File: src/design/tert_pkg.sv
// Shared constants, opcodes and controller/datapath types of the timed edge reservation table.
`default_nettype none

package tert_pkg;

   localparam int TABLE_DEPTH = 16;
   localparam int NODE_BITS   = 16;
   localparam int TIME_BITS   = 32;
   localparam int IDX_BITS    = $clog2(TABLE_DEPTH);
   localparam int WORD_BITS   = 2 * NODE_BITS + TIME_BITS;

   typedef enum logic [2:0] {
      OP_ADD    = 3'd0,
      OP_REMOVE = 3'd1,
      OP_HAS    = 3'd2,
      OP_BLOCKS = 3'd3,
      OP_CLEAR  = 3'd4,
      OP_EXPIRE = 3'd5
   } op_type;

   typedef enum logic [1:0] {
      ST_IDLE,
      ST_SCAN,
      ST_DRAIN,
      ST_COMMIT
   } state_type;

   typedef struct packed {
      logic load;
      logic scan;
      logic commit;
   } cmd_type;

   typedef struct packed {
      logic scan_last;
      logic rsp_free;
   } stat_type;

endpackage

`default_nettype wire

File: src/design/timed_edge_reservation_table.sv
// Top level of the timed edge reservation table: controller, datapath and checks.
//
//   Channel   Direction  Handshake             Beat contents
//   req_      in         req_valid/req_stall   opcode, from_node, to_node, expiry, now
//   rsp_      out        rsp_valid/rsp_stall   found, changed, status
//
// Every request reads all TABLE_DEPTH entries through the single read port of the
// entry RAM, one per cycle, then drains the last compare in ST_DRAIN and commits in
// ST_COMMIT; a new request is accepted only once the last one has committed. A
// response waiting under rsp_stall does not block the next request; only its commit
// waits for the response register. Reset empties the table at once through its
// valid bits.
`default_nettype none

module timed_edge_reservation_table (
   input  wire logic                           clock,
   input  wire logic                           reset,
   input  wire logic                           req_valid,
   output logic                                req_stall,
   input  wire logic [2:0]                     req_opcode,
   input  wire logic [tert_pkg::NODE_BITS-1:0] req_from_node,
   input  wire logic [tert_pkg::NODE_BITS-1:0] req_to_node,
   input  wire logic [tert_pkg::TIME_BITS-1:0] req_expiry,
   input  wire logic [tert_pkg::TIME_BITS-1:0] req_now,
   output logic                                rsp_valid,
   input  wire logic                           rsp_stall,
   output logic                                rsp_found,
   output logic                                rsp_changed,
   output logic                                rsp_status
);

   import tert_pkg::*;

   cmd_type  cmd;
   stat_type stat;

   tert_ctrl u_ctrl (
      .clock    (clock),
      .reset    (reset),
      .req_valid(req_valid),
      .req_stall(req_stall),
      .cmd      (cmd),
      .stat     (stat)
   );

   tert_dp u_dp (
      .clock        (clock),
      .reset        (reset),
      .cmd          (cmd),
      .stat         (stat),
      .req_opcode   (req_opcode),
      .req_from_node(req_from_node),
      .req_to_node  (req_to_node),
      .req_expiry   (req_expiry),
      .req_now      (req_now),
      .rsp_stall    (rsp_stall),
      .rsp_valid    (rsp_valid),
      .rsp_found    (rsp_found),
      .rsp_changed  (rsp_changed),
      .rsp_status   (rsp_status)
   );

   a_one_flag: assert property (@(posedge clock) disable iff (reset)
      rsp_valid |-> ($countones({rsp_found, rsp_changed, rsp_status}) <= 1))
      else $error("More than one response flag set in one beat.");

   a_busy_after_accept: assert property (@(posedge clock) disable iff (reset)
      (req_valid && !req_stall) |=> req_stall)
      else $error("Request side not stalled after accepting a beat.");

   a_rsp_from_work: assert property (@(posedge clock) disable iff (reset)
      $rose(rsp_valid) |-> $past(req_stall))
      else $error("Response appeared without a request in progress.");

endmodule

`default_nettype wire

File: src/design/tert_ram.sv
// Generic single-write, single-read RAM with a registered read port.
`default_nettype none

module tert_ram #(
   parameter int WIDTH = 8,
   parameter int DEPTH = 16
) (
   input  wire logic                     clock,
   input  wire logic                     wr_en,
   input  wire logic [$clog2(DEPTH)-1:0] wr_addr,
   input  wire logic [WIDTH-1:0]         wr_data,
   input  wire logic                     rd_en,
   input  wire logic [$clog2(DEPTH)-1:0] rd_addr,
   output logic      [WIDTH-1:0]         rd_data
);

   logic [WIDTH-1:0] mem_ff [DEPTH];

   always_ff @(posedge clock) begin
      if (wr_en) begin
         mem_ff[wr_addr] <= wr_data;
      end
      if (rd_en) begin
         rd_data <= mem_ff[rd_addr];
      end
   end

endmodule

`default_nettype wire

File: src/design/tert_ctrl.sv
// Controller state machine sequencing load, table scan and commit of one request.
`default_nettype none

module tert_ctrl (
   input  wire logic               clock,
   input  wire logic               reset,
   input  wire logic               req_valid,
   output logic                    req_stall,
   output tert_pkg::cmd_type       cmd,
   input  wire tert_pkg::stat_type stat
);

   import tert_pkg::*;

   state_type state_ff;
   state_type state_in;

   always_ff @(posedge clock) begin
      if (reset) begin
         state_ff <= ST_IDLE;
      end else begin
         state_ff <= state_in;
      end
   end

   always_comb begin
      state_in  = state_ff;
      cmd       = '0;
      req_stall = 1'b1;
      case (state_ff)
         ST_IDLE: begin
            req_stall = 1'b0;
            if (req_valid) begin
               cmd.load = 1'b1;
               state_in = ST_SCAN;
            end
         end
         ST_SCAN: begin
            cmd.scan = 1'b1;
            if (stat.scan_last) begin
               state_in = ST_DRAIN;
            end
         end
         ST_DRAIN: begin
            state_in = ST_COMMIT;
         end
         ST_COMMIT: begin
            if (stat.rsp_free) begin
               cmd.commit = 1'b1;
               state_in   = ST_IDLE;
            end
         end
         default: begin
            state_in = ST_IDLE;
         end
      endcase
   end

endmodule

`default_nettype wire

File: src/design/tert_dp.sv
// Datapath: request registers, entry RAM, valid bits, scan compare and response register.
`default_nettype none

module tert_dp (
   input  wire logic                           clock,
   input  wire logic                           reset,
   input  wire tert_pkg::cmd_type              cmd,
   output tert_pkg::stat_type                  stat,
   input  wire logic [2:0]                     req_opcode,
   input  wire logic [tert_pkg::NODE_BITS-1:0] req_from_node,
   input  wire logic [tert_pkg::NODE_BITS-1:0] req_to_node,
   input  wire logic [tert_pkg::TIME_BITS-1:0] req_expiry,
   input  wire logic [tert_pkg::TIME_BITS-1:0] req_now,
   input  wire logic                           rsp_stall,
   output logic                                rsp_valid,
   output logic                                rsp_found,
   output logic                                rsp_changed,
   output logic                                rsp_status
);

   import tert_pkg::*;

   op_type                 op_ff,  op_in;
   logic [NODE_BITS-1:0]   a_ff,   a_in;
   logic [NODE_BITS-1:0]   b_ff,   b_in;
   logic [TIME_BITS-1:0]   exp_ff, exp_in;
   logic [TIME_BITS-1:0]   now_ff, now_in;
   logic [IDX_BITS-1:0]    idx_ff, idx_in;
   logic                   cmp_vld_ff, cmp_vld_in;
   logic [IDX_BITS-1:0]    cmp_idx_ff, cmp_idx_in;
   logic [TABLE_DEPTH-1:0] valid_ff, valid_in;
   logic                   mark_ff, mark_in;
   logic                   hit_ff, hit_in;
   logic                   free_found_ff, free_found_in;
   logic [IDX_BITS-1:0]    free_idx_ff, free_idx_in;
   logic                   rsp_valid_ff, rsp_valid_in;
   logic                   found_ff, found_in;
   logic                   changed_ff, changed_in;
   logic                   status_ff, status_in;

   logic                   ram_we;
   logic [WORD_BITS-1:0]   rd_word;
   logic [NODE_BITS-1:0]   ent_from;
   logic [NODE_BITS-1:0]   ent_to;
   logic [TIME_BITS-1:0]   ent_exp;
   logic                   ent_v;
   logic                   dir_hit;
   logic                   rev_hit;

   assign ram_we = cmd.commit && (op_ff == OP_ADD) && !hit_ff && free_found_ff;

   tert_ram #(
      .WIDTH(WORD_BITS),
      .DEPTH(TABLE_DEPTH)
   ) u_entry_ram (
      .clock  (clock),
      .wr_en  (ram_we),
      .wr_addr(free_idx_ff),
      .wr_data({a_ff, b_ff, exp_ff}),
      .rd_en  (cmd.scan),
      .rd_addr(idx_ff),
      .rd_data(rd_word)
   );

   assign ent_from = rd_word[WORD_BITS-1 -: NODE_BITS];
   assign ent_to   = rd_word[TIME_BITS +: NODE_BITS];
   assign ent_exp  = rd_word[TIME_BITS-1:0];
   assign ent_v    = valid_ff[cmp_idx_ff];
   assign dir_hit  = cmp_vld_ff && ent_v && (ent_from == a_ff) && (ent_to == b_ff);
   assign rev_hit  = cmp_vld_ff && ent_v && (ent_from == b_ff) && (ent_to == a_ff);

   assign stat.scan_last = (idx_ff == IDX_BITS'(TABLE_DEPTH - 1));
   assign stat.rsp_free  = !rsp_valid_ff || !rsp_stall;

   always_comb begin
      op_in         = op_ff;
      a_in          = a_ff;
      b_in          = b_ff;
      exp_in        = exp_ff;
      now_in        = now_ff;
      idx_in        = idx_ff;
      cmp_vld_in    = cmd.scan;
      cmp_idx_in    = idx_ff;
      valid_in      = valid_ff;
      mark_in       = mark_ff;
      hit_in        = hit_ff;
      free_found_in = free_found_ff;
      free_idx_in   = free_idx_ff;
      rsp_valid_in  = rsp_valid_ff && rsp_stall;
      found_in      = found_ff;
      changed_in    = changed_ff;
      status_in     = status_ff;

      if (cmd.load) begin
         op_in         = op_type'(req_opcode);
         a_in          = req_from_node;
         b_in          = req_to_node;
         exp_in        = req_expiry;
         now_in        = req_now;
         idx_in        = '0;
         hit_in        = 1'b0;
         free_found_in = 1'b0;
      end else if (cmd.scan) begin
         idx_in = idx_ff + 1'b1;
      end

      if (cmp_vld_ff) begin
         if (dir_hit || ((op_ff == OP_BLOCKS) && rev_hit)) begin
            hit_in = 1'b1;
         end
         if (!ent_v && !free_found_ff) begin
            free_found_in = 1'b1;
            free_idx_in   = cmp_idx_ff;
         end
         if (((op_ff == OP_REMOVE) && dir_hit) ||
             ((op_ff == OP_EXPIRE) && ent_v && (ent_exp < now_ff))) begin
            valid_in[cmp_idx_ff] = 1'b0;
            mark_in              = 1'b1;
         end
      end

      if (cmd.commit) begin
         rsp_valid_in = 1'b1;
         found_in     = ((op_ff == OP_HAS) || (op_ff == OP_BLOCKS)) && hit_ff;
         changed_in   = (op_ff == OP_EXPIRE) && mark_ff;
         status_in    = (op_ff == OP_ADD) && !hit_ff && !free_found_ff;
         case (op_ff)
            OP_ADD: begin
               if (!hit_ff && free_found_ff) begin
                  valid_in[free_idx_ff] = 1'b1;
                  mark_in               = 1'b1;
               end
            end
            OP_CLEAR: begin
               if (|valid_ff) begin
                  mark_in = 1'b1;
               end
               valid_in = '0;
            end
            OP_EXPIRE: begin
               mark_in = 1'b0;
            end
            default: begin
            end
         endcase
      end
   end

   always_ff @(posedge clock) begin
      if (reset) begin
         idx_ff        <= '0;
         cmp_vld_ff    <= 1'b0;
         valid_ff      <= '0;
         mark_ff       <= 1'b0;
         hit_ff        <= 1'b0;
         free_found_ff <= 1'b0;
         rsp_valid_ff  <= 1'b0;
      end else begin
         idx_ff        <= idx_in;
         cmp_vld_ff    <= cmp_vld_in;
         valid_ff      <= valid_in;
         mark_ff       <= mark_in;
         hit_ff        <= hit_in;
         free_found_ff <= free_found_in;
         rsp_valid_ff  <= rsp_valid_in;
      end
   end

   always_ff @(posedge clock) begin
      op_ff       <= op_in;
      a_ff        <= a_in;
      b_ff        <= b_in;
      exp_ff      <= exp_in;
      now_ff      <= now_in;
      cmp_idx_ff  <= cmp_idx_in;
      free_idx_ff <= free_idx_in;
      found_ff    <= found_in;
      changed_ff  <= changed_in;
      status_ff   <= status_in;
   end

   assign rsp_valid   = rsp_valid_ff;
   assign rsp_found   = found_ff;
   assign rsp_changed = changed_ff;
   assign rsp_status  = status_ff;

endmodule

`default_nettype wire

File: config.mk
export PLATFORM = sky130hd
export DESIGN_NAME = timed_edge_reservation_table
export DESIGN_NICKNAME = d
export VERILOG_FILES = /design/src/design/tert_pkg.sv /design/src/design/timed_edge_reservation_table.sv /design/src/design/tert_ram.sv /design/src/design/tert_ctrl.sv /design/src/design/tert_dp.sv
export SDC_FILE = /design/constraint.sdc
export NUM_CORES = 1
export LEC_CHECK = 0
export BUFFER_PORTS_ARGS = -buffer_cell sky130_fd_sc_hd__buf_2
export CAP_MARGIN = 25
export CORE_MARGIN = 1
export CORE_UTILIZATION = 60
export DETAILED_ROUTE_END_ITERATION = 8
export PLACE_DENSITY_LB_ADDON = 0.1
export SYNTH_ARGS = -nofsm -noshare
export SYNTH_HDL_FRONTEND = slang
export SYNTH_SLANG_ARGS = --single-unit
File: constraint.sdc
create_clock -name clock -period 6.6 [get_ports clock]
set_input_delay 0.66 -clock clock [delete_from_list [all_inputs] [get_ports clock]]
set_output_delay 0.66 -clock clock [all_outputs]
set_load 0.01 [all_outputs]
==> impl_metrics.py <==
metrics = {
    "cts": {
        "path_clk_slew_ns": 0.06,
        "cts.sinks": 1225,
        "tritoncts": "yes",
        "cts.repair.resized": 0,
        "cts-htree-levels": 3,
        "clk_latency_ns": 0.68,
        "cts_setup_buffers": 0,
        "clock_path_buffers": 3,
        "cts_hold_buf": 0,
        "cts_made_buffers": 116,
        "clockRootBuffer": "clkbuf_16",
    },
    "timing": {
        "final.min_clock_period_ns": 3.93,
        "finalClockSkew_ns": 0.0155,
        "relSlewSlack_pct": 28.3,
        "hold_viol_final": 0,
        "slew_viol_final": 0,
        "setup_viol": 0,
        "clock.fmax_ghz": 0.255,
        "worst_slew_pin_slew_ns": 1.07,
        "fin_crit_sh_pct": 59.5,
        "setup_ws_ns": 2.67,
        "finalSetupTns_ns": 0,
        "rsz0062_at_grt": "no",
    },
    "floorplanning": {
        "io_pins": 108,
        "die_w_um": 281,
        "start_util_pct": 61.0,
        "die-area_um2": 78800,
        "die-height_um": 281,
        "rows": 101,
        "coreArea_um2": 76300,
    },
    "place": {
        "hpwl_mm": 51.7,
        "dp_cells": 3101,
        "place_ws_ns": 2.57,
        "portBuffers": 107,
        "place.gp.congestion": 0.863,
    },
    "layout": {
        "areaGrowthSynthToFinish_pct": 12.3,
        "final_common_cell": "edfxtp_1",
        "drive_gt1_share_pct": 29.9,
        "diodes": 0,
        "fin_nets": 2329,
        "final_cell_mix": "edfxtp_1 (1194), mux4_2 (324), clkbuf_16 (118)",
        "final_cell_count_no_fill": 3318,
    },
    "detailed_routing": {
        "drtAntennaViolNets": 0,
        "routed_wl_mm": 95.7,
        "first_pass_iters": 7,
        "vias": 21000,
        "avgViaCountPerCell": 6.31,
        "drtIter0Drc": 2273,
        "route.detailed.wl_per_inst_um": 28.9,
        "drc": 0,
    },
    "setup_path": {
        "path_cells": "ha_1 -> a21boi_0 -> and3_1 -> nand3_1 -> nor2_4 -> buf_4",
        "crit_family": "simple AND/OR/NAND/NOR gates",
        "arrival_ns": 4.24,
        "required_ns": 6.91,
        "path_depth": 6,
        "start_kind": "flip-flop",
        "r2r_start": "u_ctrl.state_ff[0]",
        "critPathMaxStageDelay_ns": 0.81,
        "r2r_end": "u_dp.u_entry_ram.mem_ff[15][16]",
        "ff2ff_setup_slack_ns": 2.67,
        "critical_path.max_fanout": 29,
        "setup.worst_path.end_class": "flip-flop",
        "rr_worst_depth": 6,
        "slowest_stage": "nor2_4",
        "crit_type": "reg2reg",
        "path_buf_inv": 1,
    },
    "synthesis": {
        "ys_seq_elements": 1225,
        "yosysSeqAreaShare_pct": 78.3,
        "postSynthCellCount": 2003,
        "avgSynthCellArea_um2": 23.3,
        "synth_ff_type": "edfxtp_1",
        "synth_edf_count": 1194,
        "yosys.cell_types.count": 47,
        "synth_area_um2": 46600,
        "synth-async-reset-ratio_pct": 0,
        "yosys_warnings": 0,
        "syn_nets": 2143,
    },
    "min_path": {
        "holdPathStages": 1,
        "hold_path_startpoint": "req_now[19]",
        "holdPathEnd": "u_dp.now_ff[19]",
        "hold_path.class": "in2reg",
    },
    "grt": {
        "grt-ovfl-total": 0,
        "grt_use_met2_pct": 40.7,
        "busiest_layer": "met2",
        "gr-usage-met3_pct": 3.03,
        "grt_pass1_vias": 21700,
        "antenna_found_initial": 0,
        "grt_pass1_wl_mm": 142,
        "track_usage_pct": 25.3,
        "met1_usage_pct": 37.7,
        "grt_max_degree": 108,
    },
    "pwr": {
        "power.density_nw_per_um2": 360,
        "p_leak_nw": 16.2,
        "peakVddDrop_mv": 0.317,
    },
    "run": {
        "cap_violations": 0,
    },
    "status": {
        "status": "complete, no violations",
    },
}
-- cell families (layout without fill, tap and decap cells) --
group / count (synthesis) / after routing / share of synthesized area (%)
flip-flops: 1225 / 1225 / 78.3
multiplexers: 326 / 326 / 15.7
AND/OR/NAND/NOR: 154 / 154 / 1.69
buffers and inverters: 120 / 405 / 1.06
AO/OA/AOI/OAI: 74 / 74 / 1.01
XOR/XNOR: 67 / 67 / 1.26
adder cells (fa/ha/maj): 37 / 37 / 0.994
-- registers in the layout, summed over array words and instances (netlist names) --
name                      count
u_dp.rsp_found                1
u_dp.cmp_idx_ff               4
u_dp.cmp_idx_in               4
u_dp.u_entry_ram.rd_data     64
u_dp.free_idx_ff              4
u_dp.exp_ff                  32
u_dp.u_entry_ram.mem_ff    1024
u_dp.hit_ff                   1
u_dp.now_ff                  32
u_dp.mark_ff                  1
u_dp.rsp_changed              1
u_dp.free_found_ff            1
u_dp.rsp_status               1
u_dp.cmp_vld_ff               1
u_dp.a_ff                    16
u_dp.b_ff                    16
u_dp.op_ff                    3
u_dp.rsp_valid                1
u_dp.valid_ff                16
u_ctrl.state_ff               2
-- metrics by stage --
stage	cell area [µm²]	power (mW)	hold slack (ns)	util [%]
final	52300	18.8	0.150	68.5
after detailed placement	48600	12.6	0.524	63.7
after global placement	48600	12.5	0.494	63.7
after CTS	52300	19.0	0.120	68.5
after floorplan	46600	11.7	0.353	-
after global routing	52300	19.5	0.129	68.5
-- worst reg2reg max path: stages (launching register included) --
cell,delay (ns)
dfxtp_1,0.42
ha_1,0.22
a21boi_0,0.69
and3_1,0.33
nand3_1,0.45
nor2_4,0.81
buf_4,0.60
-- cell usage after synthesis (all sizes together), types with 2 or more instances --
library cell / count / share of area, %
nor4: 12 / 0.16
nor3b: 2 / 0.043
nand3b: 3 / 0.048
nor2b: 3 / 0.040
a211oi: 5 / 0.081
dfxtp: 31 / 1.3
a31oi: 2 / 0.027
and3b: 3 / 0.056
edfxtp: 1194 / 77
nor2: 51 / 0.41
ha: 37 / 0.99
and3: 2 / 0.027
buf: 38 / 0.40
and4: 2 / 0.038
a21oi: 31 / 0.41
nand2: 23 / 0.19
nand4: 20 / 0.27
nand3: 5 / 0.054
mux2i: 2 / 0.043
nand2b: 5 / 0.067
xor2: 5 / 0.094
or3: 2 / 0.027
mux4: 324 / 16
clkbuf: 46 / 0.37
inv: 36 / 0.29
xnor2: 62 / 1.2
o21ai: 25 / 0.27
o211ai: 2 / 0.032
nor3: 16 / 0.17
-- power breakdown --
part / internal [mW] / switching (mW) / leakage, nW
logic: 1.20 / 1.10 / 3.28
clock network: 3.66 / 2.78 / 1.83
registers: 9.37 / 0.704 / 11.1
-- layout make-up --
class / count / area [µm²]
Fill cell: 4754 / 24000
Inverter: 36 / 138
Sequential cell: 1225 / 36500
Tap cell: 1030 / 1290
Multi-Input combinational cell: 658 / 9760
Clock inverter: 79 / 672
Clock buffer: 138 / 3030
Timing Repair Buffer: 152 / 936
-- worst max path at each step --
stage                             startpoint                               to  slack, ns
after floorplan                    rsp_stall   u_dp.u_entry_ram.mem_ff[12][0]       1.64
after global placement             rsp_stall   u_dp.u_entry_ram.mem_ff[1][11]       2.64
after detailed placement           rsp_stall  u_dp.u_entry_ram.mem_ff[15][11]       2.57
after CTS                 u_ctrl.state_ff[0]  u_dp.u_entry_ram.mem_ff[15][12]       2.67
after global routing      u_ctrl.state_ff[0]  u_dp.u_entry_ram.mem_ff[15][11]       2.48
final                     u_ctrl.state_ff[0]  u_dp.u_entry_ram.mem_ff[15][16]       2.67
-- layer usage --
metal	vias to the layer above	routed length [µm]
li1	8830	-
met4	0	2020
met2	721	47700
met1	11300	40500
met3	128	5560
met5	-	0
Power figures use the tool's default switching activity.
